### src/rtl/core/crapwow_hash_32_assert.svh
// assertion macros for the crapwow hash core
// no dependencies; included by the files that carry assertions
`ifndef CRAPWOW_HASH_32_ASSERT_SVH
`define CRAPWOW_HASH_32_ASSERT_SVH

`ifndef NO_ASSERTIONS
// same-cycle implication, checked out of reset
`define CW32_ASSERT_NOW(lbl, clk, rst, ante, cons) \
   lbl: assert property (@(posedge clk) disable iff (rst) (ante) |-> (cons)) \
      else $error("cw32 assertion failed");
// next-cycle implication, checked out of reset
`define CW32_ASSERT_NEXT(lbl, clk, rst, ante, cons) \
   lbl: assert property (@(posedge clk) disable iff (rst) (ante) |=> (cons)) \
      else $error("cw32 assertion failed");
`else
`define CW32_ASSERT_NOW(lbl, clk, rst, ante, cons)
`define CW32_ASSERT_NEXT(lbl, clk, rst, ante, cons)
`endif

`endif

### src/rtl/core/cw32_pkg.sv
// shared types and constants for the crapwow hash core
// no dependencies; used by cw32_ctrl, cw32_dpath and crapwow_hash_32
package cw32_pkg;

   localparam int WORD_W       = 32;
   localparam int COUNT_W      = 3;
   localparam int REQ_TDATA_W  = 40;
   localparam int RSP_TDATA_W  = 32;

   localparam logic [WORD_W-1:0]  MULT_M = 32'h5755_9429;
   localparam logic [WORD_W-1:0]  MULT_N = 32'h5052_acdb;
   localparam logic [COUNT_W-1:0] FULL_COUNT = 3'd4;

   // controller states
   typedef enum logic [2:0] {
      ST_IDLE,
      ST_FOLD,
      ST_MIX_HK,
      ST_MIX_T,
      ST_MIX_MUL,
      ST_EMIT
   } state_type;

   // commands from controller to datapath
   typedef struct packed {
      logic accept;   // take the input word into the multiplier
      logic fold;     // xor the product into the accumulators
      logic mix_hk;   // form h and k, clear the key state
      logic mix_t;    // form the final mix operand
      logic mix_mul;  // multiply the mix operand by n
      logic emit;     // load the result register
   } cmd_type;

endpackage

### src/rtl/core/crapwow_hash_32.sv
// CrapWow 32-bit hash core. Each key word is first multiplied through the single 32x32 multiplier,
// then its product is folded into the accumulators. A last word then runs the final mixing steps
// in order (h/k formation, mix operand, second multiply through the same multiplier, result
// register). The next key's first word is accepted while the previous hash still waits in the
// output register. The seed register is written through csr_wen/csr_wdata and survives between
// keys; the user is to write it only while the core is idle, the block itself does not enforce it.
// top level; depends on cw32_pkg, cw32_ctrl, cw32_dpath and crapwow_hash_32_assert.svh
`include "crapwow_hash_32_assert.svh"

module crapwow_hash_32 (
   input  logic                                clock,
   input  logic                                reset,
   // transaction in: one key word
   input  logic                                req_tvalid,
   output logic                                req_tready,
   input  logic [cw32_pkg::REQ_TDATA_W-1:0]    req_tdata,  // data_word[31:0], byte_count[34:32]
   input  logic                                req_tlast,
   // transaction out: one hash
   output logic                                rsp_tvalid,
   input  logic                                rsp_tready,
   output logic [cw32_pkg::RSP_TDATA_W-1:0]    rsp_tdata,  // hash[31:0]
   // seed register write
   input  logic                                csr_wen,
   input  logic [cw32_pkg::WORD_W-1:0]         csr_wdata
);
   import cw32_pkg::*;

   cmd_type cmd;

   // sequencing
   cw32_ctrl u_ctrl (
      .clock      (clock),
      .reset      (reset),
      .req_tvalid (req_tvalid),
      .req_tlast  (req_tlast),
      .req_tready (req_tready),
      .rsp_tready (rsp_tready),
      .rsp_tvalid (rsp_tvalid),
      .cmd        (cmd)
   );

   // arithmetic
   cw32_dpath u_dpath (
      .clock      (clock),
      .reset      (reset),
      .cmd        (cmd),
      .data_word  (req_tdata[WORD_W-1:0]),
      .byte_count (req_tdata[WORD_W+COUNT_W-1:WORD_W]),
      .last       (req_tlast),
      .csr_wen    (csr_wen),
      .csr_wdata  (csr_wdata),
      .hash       (rsp_tdata)
   );

   // every accepted word is folded in the following cycle
   `CW32_ASSERT_NEXT(a_fold_after_accept, clock, reset, req_tvalid && req_tready, cmd.fold)
   // loading the result register raises the result valid flag
   `CW32_ASSERT_NEXT(a_valid_after_emit, clock, reset, cmd.emit, rsp_tvalid)
   // at most one datapath command per cycle
   `CW32_ASSERT_NOW(a_one_cmd, clock, reset, 1'b1, $onehot0(cmd))

endmodule

### src/rtl/core/cw32_ctrl.sv
// controller state machine for the crapwow hash core
// depends on cw32_pkg; drives cw32_dpath through cmd_type
module cw32_ctrl (
   input  logic              clock,
   input  logic              reset,
   input  logic              req_tvalid,
   input  logic              req_tlast,
   output logic              req_tready,
   input  logic              rsp_tready,
   output logic              rsp_tvalid,
   output cw32_pkg::cmd_type cmd
);
   import cw32_pkg::*;

   state_type state_ff, state_in;
   logic      last_ff, last_in;
   logic      rsp_valid_ff, rsp_valid_in;
   logic      emit_ok;

   // result register is free or being drained this cycle
   assign emit_ok = !rsp_valid_ff || rsp_tready;

   // next state
   always_comb begin
      state_in = state_ff;
      case (state_ff)
         ST_IDLE: begin
            if (req_tvalid) state_in = ST_FOLD;
         end
         ST_FOLD: begin
            state_in = last_ff ? ST_MIX_HK : ST_IDLE;
         end
         ST_MIX_HK: begin
            state_in = ST_MIX_T;
         end
         ST_MIX_T: begin
            state_in = ST_MIX_MUL;
         end
         ST_MIX_MUL: begin
            state_in = ST_EMIT;
         end
         ST_EMIT: begin
            if (emit_ok) state_in = ST_IDLE;
         end
         default: begin
            state_in = ST_IDLE;
         end
      endcase
   end

   // outputs
   always_comb begin
      cmd        = '0;
      req_tready = 1'b0;
      case (state_ff)
         ST_IDLE: begin
            req_tready = 1'b1;
            cmd.accept = req_tvalid;
         end
         ST_FOLD: begin
            cmd.fold = 1'b1;
         end
         ST_MIX_HK: begin
            cmd.mix_hk = 1'b1;
         end
         ST_MIX_T: begin
            cmd.mix_t = 1'b1;
         end
         ST_MIX_MUL: begin
            cmd.mix_mul = 1'b1;
         end
         ST_EMIT: begin
            cmd.emit = emit_ok;
         end
         default: begin
            cmd = '0;
         end
      endcase
   end

   // last mark of the word in flight, result valid flag
   assign last_in      = cmd.accept ? req_tlast : last_ff;
   assign rsp_valid_in = cmd.emit ? 1'b1 : (rsp_tready ? 1'b0 : rsp_valid_ff);
   assign rsp_tvalid   = rsp_valid_ff;

   always_ff @(posedge clock) begin
      if (reset) begin
         state_ff     <= ST_IDLE;
         last_ff      <= 1'b0;
         rsp_valid_ff <= 1'b0;
      end else begin
         state_ff     <= state_in;
         last_ff      <= last_in;
         rsp_valid_ff <= rsp_valid_in;
      end
   end

endmodule

### src/rtl/core/cw32_dpath.sv
// datapath for the crapwow hash core: shared multiplier, accumulators, final mix
// depends on cw32_pkg; controlled by cw32_ctrl
module cw32_dpath (
   input  logic                          clock,
   input  logic                          reset,
   input  cw32_pkg::cmd_type             cmd,
   input  logic [cw32_pkg::WORD_W-1:0]   data_word,
   input  logic [cw32_pkg::COUNT_W-1:0]  byte_count,
   input  logic                          last,
   input  logic                          csr_wen,
   input  logic [cw32_pkg::WORD_W-1:0]   csr_wdata,
   output logic [cw32_pkg::WORD_W-1:0]   hash
);
   import cw32_pkg::*;

   logic [WORD_W-1:0]   seed_ff;
   logic [WORD_W-1:0]   acc_high_ff, acc_high_in;
   logic [WORD_W-1:0]   acc_low_ff, acc_low_in;
   logic [WORD_W-1:0]   total_ff, total_in;
   logic                odd_ff, odd_in;
   logic                swap_ff;
   logic [2*WORD_W-1:0] prod_ff;
   logic [WORD_W-1:0]   h_ff, k_ff, op_ff, hash_ff;

   logic [COUNT_W-1:0]  eff_count;
   logic                full_word;
   logic [WORD_W-1:0]   byte_mask;
   logic [WORD_W-1:0]   mult_a, mult_b;
   logic [2*WORD_W-1:0] prod;

   // a non-last word always counts as four bytes
   assign eff_count = (!last || byte_count > FULL_COUNT) ? FULL_COUNT : byte_count;
   assign full_word = (eff_count == FULL_COUNT);

   // keep only the valid bytes of a partial word
   always_comb begin
      case (eff_count)
         3'd0:    byte_mask = 32'h0000_0000;
         3'd1:    byte_mask = 32'h0000_00ff;
         3'd2:    byte_mask = 32'h0000_ffff;
         3'd3:    byte_mask = 32'h00ff_ffff;
         default: byte_mask = 32'hffff_ffff;
      endcase
   end

   // shared 32x32 multiplier: input word or final mix operand
   assign mult_a = cmd.mix_mul ? op_ff : (data_word & byte_mask);
   assign mult_b = (cmd.mix_mul || (full_word && !odd_ff)) ? MULT_N : MULT_M;
   assign prod   = {{WORD_W{1'b0}}, mult_a} * {{WORD_W{1'b0}}, mult_b};

   // key state update
   always_comb begin
      acc_high_in = acc_high_ff;
      acc_low_in  = acc_low_ff;
      total_in    = total_ff;
      odd_in      = odd_ff;
      if (cmd.accept) begin
         total_in = total_ff + {{(WORD_W-COUNT_W){1'b0}}, eff_count};
         if (full_word) odd_in = ~odd_ff;
      end
      if (cmd.fold) begin
         if (swap_ff) begin
            acc_high_in = acc_high_ff ^ prod_ff[WORD_W-1:0];
            acc_low_in  = acc_low_ff ^ prod_ff[2*WORD_W-1:WORD_W];
         end else begin
            acc_low_in  = acc_low_ff ^ prod_ff[WORD_W-1:0];
            acc_high_in = acc_high_ff ^ prod_ff[2*WORD_W-1:WORD_W];
         end
      end
      if (cmd.mix_hk) begin
         acc_high_in = '0;
         acc_low_in  = '0;
         total_in    = '0;
         odd_in      = 1'b0;
      end
   end

   always_ff @(posedge clock) begin
      if (reset) begin
         seed_ff     <= '0;
         acc_high_ff <= '0;
         acc_low_ff  <= '0;
         total_ff    <= '0;
         odd_ff      <= 1'b0;
      end else begin
         if (csr_wen) seed_ff <= csr_wdata;
         acc_high_ff <= acc_high_in;
         acc_low_ff  <= acc_low_in;
         total_ff    <= total_in;
         odd_ff      <= odd_in;
      end
   end

   // product register and final mix pipeline
   always_ff @(posedge clock) begin
      if (cmd.accept || cmd.mix_mul) prod_ff <= prod;
      if (cmd.accept) swap_ff <= full_word && !odd_ff;
      if (cmd.mix_hk) begin
         h_ff <= acc_high_ff ^ total_ff;
         k_ff <= acc_low_ff ^ (total_ff + seed_ff + MULT_N);
      end
      if (cmd.mix_t) op_ff <= h_ff ^ (k_ff + MULT_N);
      if (cmd.emit) begin
         hash_ff <= k_ff ^ h_ff ^ prod_ff[WORD_W-1:0] ^ prod_ff[2*WORD_W-1:WORD_W];
      end
   end

   assign hash = hash_ff;

endmodule

### config.mk
export PLATFORM = sky130hd
export DESIGN_NAME = crapwow_hash_32
export DESIGN_NICKNAME = d
export VERILOG_FILES = /design/src/rtl/core/cw32_pkg.sv /design/src/rtl/core/crapwow_hash_32.sv /design/src/rtl/core/cw32_ctrl.sv /design/src/rtl/core/cw32_dpath.sv
export VERILOG_INCLUDE_DIRS = /design/src /design/src/rtl/core
export SDC_FILE = /design/constraint.sdc
export NUM_CORES = 2
export LEC_CHECK = 0
export BUFFER_PORTS_ARGS = -buffer_cell sky130_fd_sc_hd__buf_2
export CAP_MARGIN = 25
export CORE_MARGIN = 2
export CORE_UTILIZATION = 47
export DETAILED_ROUTE_END_ITERATION = 10
export PLACE_DENSITY = 0.65
export SYNTH_ARGS = -nofsm -noshare
export SYNTH_HDL_FRONTEND = slang
export SYNTH_HIERARCHICAL = 1
export SYNTH_SLANG_ARGS = --single-unit
### constraint.sdc
create_clock -name clock -period 8.54 [get_ports clock]
set_input_delay 0.854 -clock clock [delete_from_list [all_inputs] [get_ports clock]]
set_output_delay 0.854 -clock clock [all_outputs]
set_load 0.02 [all_outputs]
==> flow_summary.json <==
{
  "max_freq_ghz": 0.1220,
  "tritoncts": "done",
  "worstSetupPathType": "in2reg",
  "muxShareOfSynthArea": 0.02751,
  "overflow": 0,
  "synth_top_family_by_area": "adder cells",
  "std_cell_rows": 104,
  "maxCapViolations": 0,
  "worstPathArrival_ns": 8.48,
  "grt_pass1_wl_mm": 172.1,
  "synthSimpleGateAreaFrac": 0.07977,
  "fillers": 7047,
  "synth_area_leader_cell": "fa_1",
  "place_area_um2": 43350,
  "synth_edf_count": 192,
  "slew_headroom": 0.3241,
  "drt_iter0_drc": 2069,
  "hold_violations": 0,
  "ys_warn_count": 6,
  "via_count": 27649,
  "io_pins": 112,
  "critPathSlowestCell": "fa_1",
  "drc": 0,
  "grt_start_max_net_pins": 79,
  "cts_root_buf": "clkbuf_16",
  "critPathTopFamily": "adder cells",
  "hold_class": "reg2reg",
  "ys_ff_latch": 326,
  "dp_hpwl_mm": 97.07,
  "synth_xor_area_frac": 0.08673,
  "cts_sinks": 326,
  "portBuffers": 106,
  "initial_core_util": 0.4761,
  "cts.path.max_buffers": 3,
  "die_w_um": 290.1,
  "antenna_found_initial": 5,
  "path_clk_slew_ns": 0.06,
  "synth_top_area_share": 0.2555,
  "cts_resized": 0,
  "place_congestion": 0.9939,
  "area_delta_synth_final_pct": 15.96,
  "final_antenna_net_count": 0,
  "synth_compound_area_frac": 0.06400,
  "path_buf_inv": 8,
  "cp.required_ns": 8.82,
  "cp_slowest_stage_delay_ns": 0.56,
  "syn_area_um2": 38480,
  "dieArea_um2": 84170,
  "fin_crit_sh": 0.9598,
  "cp-start-kind": "primary input",
  "tightest_slew_ns": 1.012,
  "nets": 5392,
  "grt_pass1_vias": 28816,
  "final-max-slew-violation-count": 0,
  "fin_area_um2": 44620,
  "setup_viol": 0,
  "diodes": 0,
  "htreeDepth": 2,
  "status": "finished clean",
  "drive_gt1_frac": 0.1680,
  "yosysSeqAreaShare": 0.2196,
  "synthCells": 3813,
  "finClkSkew_ns": 0.02575,
  "netlist_top_cells_area": "fa_1 26%, ha_1 18%, edfxtp_1 15%",
  "cts_hold_buf": 0,
  "async_reset_ff_frac": 0,
  "post_cts.repair.setup_buffers": 0,
  "firstDrtPassIters": 5,
  "syn_area_per_cell_um2": 10.09,
  "setup_ws_ns": 0.3430,
  "drt-vias-per-instance": 5.155,
  "wl_per_cell_um": 20.84,
  "hold_slack_ns": 0.4923,
  "die_h_um": 290.1,
  "core_um2": 80810,
  "period_needed_ns": 8.197,
  "ys.flop_type": "edfxtp_1",
  "cp_max_fo": 6,
  "grt_usage": 0.2698,
  "crit_path_end_kind": "register",
  "dp_slack_ns": -0.4904,
  "clock_latency_ns": 0.54,
  "cts_buffers": 36,
  "crit_top_cell": "fa_1",
  "fin_util": 0.5521,
  "postRouteWirelength_mm": 111.8,
  "synth_fa_ha_area_frac": 0.4334,
  "synth_cell_types": 82
}
placed cells by master, fill, tap and decap left out, types with 6 or more instances in the layout:
| master | n |
|---|---|
| a21o_1 | 57 |
| o21bai_1 | 12 |
| and2_1 | 12 |
| o21a_1 | 12 |
| nor2b_1 | 15 |
| xor2_1 | 193 |
| a22o_1 | 20 |
| nand4_1 | 26 |
| buf_12 | 8 |
| buf_2 | 106 |
| o21ai_0 | 60 |
| xnor2_1 | 188 |
| edfxtp_1 | 192 |
| and3_1 | 15 |
| fa_1 | 491 |
| nand3_1 | 40 |
| nor2_1 | 206 |
| clkinv_2 | 9 |
| mux2i_1 | 36 |
| a211oi_1 | 10 |
| dfxtp_1 | 134 |
| o211ai_1 | 9 |
| clkbuf_16 | 39 |
| o21ai_1 | 21 |
| inv_1 | 753 |
| and4_1 | 7 |
| or3_1 | 6 |
| nor3_1 | 23 |
| ha_1 | 547 |
| clkbuf_1 | 7 |
| a22oi_1 | 9 |
| mux2_2 | 62 |
| nand2_1 | 295 |
| a21oi_1 | 101 |
| a31oi_1 | 14 |
| buf_4 | 452 |
| nand2b_1 | 9 |
synthesized netlist by cell type (all sizes together), types with 20 or more instances:
cell type and n:
inv 755, ha 547, fa 491, nand2 295, nor2 211, xor2 193
edfxtp 192, xnor2 188, dfxtp 134, clkbuf 129, a21oi 103, o21ai 82
mux2 62, a21o 57, nand3 40, mux2i 36, nand4 26, nor3 24
a22o 20
through the flow:
step | std cells | setup TNS, ns
after global placement | 5296 | -8.069
final | 5364 | 0
after global routing | 5364 | -0.003092
after floorplan | 3816 | 0
after detailed placement | 5297 | -9.146
after CTS | 5363 | 0
layout make-up:
type,instances,area [µm²],area share
Clock buffer,49,1044,0.02339
Clock inverter,17,168.9,0.003786
Inverter,755,2834,0.06352
Multi-Input combinational cell,2590,26690,0.5981
Sequential cell,326,8448,0.1893
Tap cell,1060,1326,0.02973
Timing Repair Buffer,567,4111,0.09215
kinds of logic after synthesis:
family / Yosys count
AOI/OAI and AO/OA: 376
xor gates and xnor gates: 381
adders and majority gates: 1038
buffers and inverters: 900
DFF: 326
muxes: 98
other: 2
and+or+nand+nor: 692
flip-flops by register name, summed over array words and instances (netlist names):
name                 count
u_ctrl/last_ff           1
u_ctrl/rsp_tvalid        1
u_ctrl/state_ff          3
u_dpath/acc_high_ff     32
u_dpath/acc_low_ff      32
u_dpath/h_ff            32
u_dpath/hash            32
u_dpath/k_ff            32
u_dpath/odd_ff           1
u_dpath/op_ff           32
u_dpath/prod_ff         63
u_dpath/seed_ff         32
u_dpath/swap_ff          1
u_dpath/total_ff        32
worst paths after layout:
kind | startpoint | endpoint | slack (ns) | depth (start not counted)
worst max-delay path | req_tlast | u_dpath/prod_ff[33]$_DFFE_PP_ | 0.34 | 31
worst min-delay path | u_dpath/seed_ff[0]$_SDFFE_PP0P_ | u_dpath/seed_ff[0]$_SDFFE_PP0P_ | 0.49 | 2
worst max register to register | u_ctrl/state_ff[0]$_SDFFE_PP0P_ | u_dpath/prod_ff[33]$_DFFE_PP_ | 0.37 | 28
worst min register to register | u_dpath/seed_ff[0]$_SDFFE_PP0P_ | u_dpath/seed_ff[0]$_SDFFE_PP0P_ | 0.49 | 2
metal layers:
metal / track usage / vias up / wire, µm
met5: 0 / - / 60
met4: 0.06707 / 10 / 3109
met3: 0.03416 / 148 / 7198
met2: 0.4409 / 783 / 51670
met1: 0.3806 / 13600 / 49770
li1: - / 13108 / -
worst reg2reg max path, delay by kind of cell (launching register included):
kind                     cells  cell delay [ns]
AND/OR/NAND/NOR              6             1.17
flip-flops                   1             0.33
buffers and inverters        7             1.18
AO/OA/AOI/OAI                5             1.08
XOR/XNOR                     1             0.16
adder cells (fa/ha/maj)      9             4.01
Power is left out: the tool's default activity adds up to more than one toggle a clock period on the data nets, which glitch-free logic cannot reach.
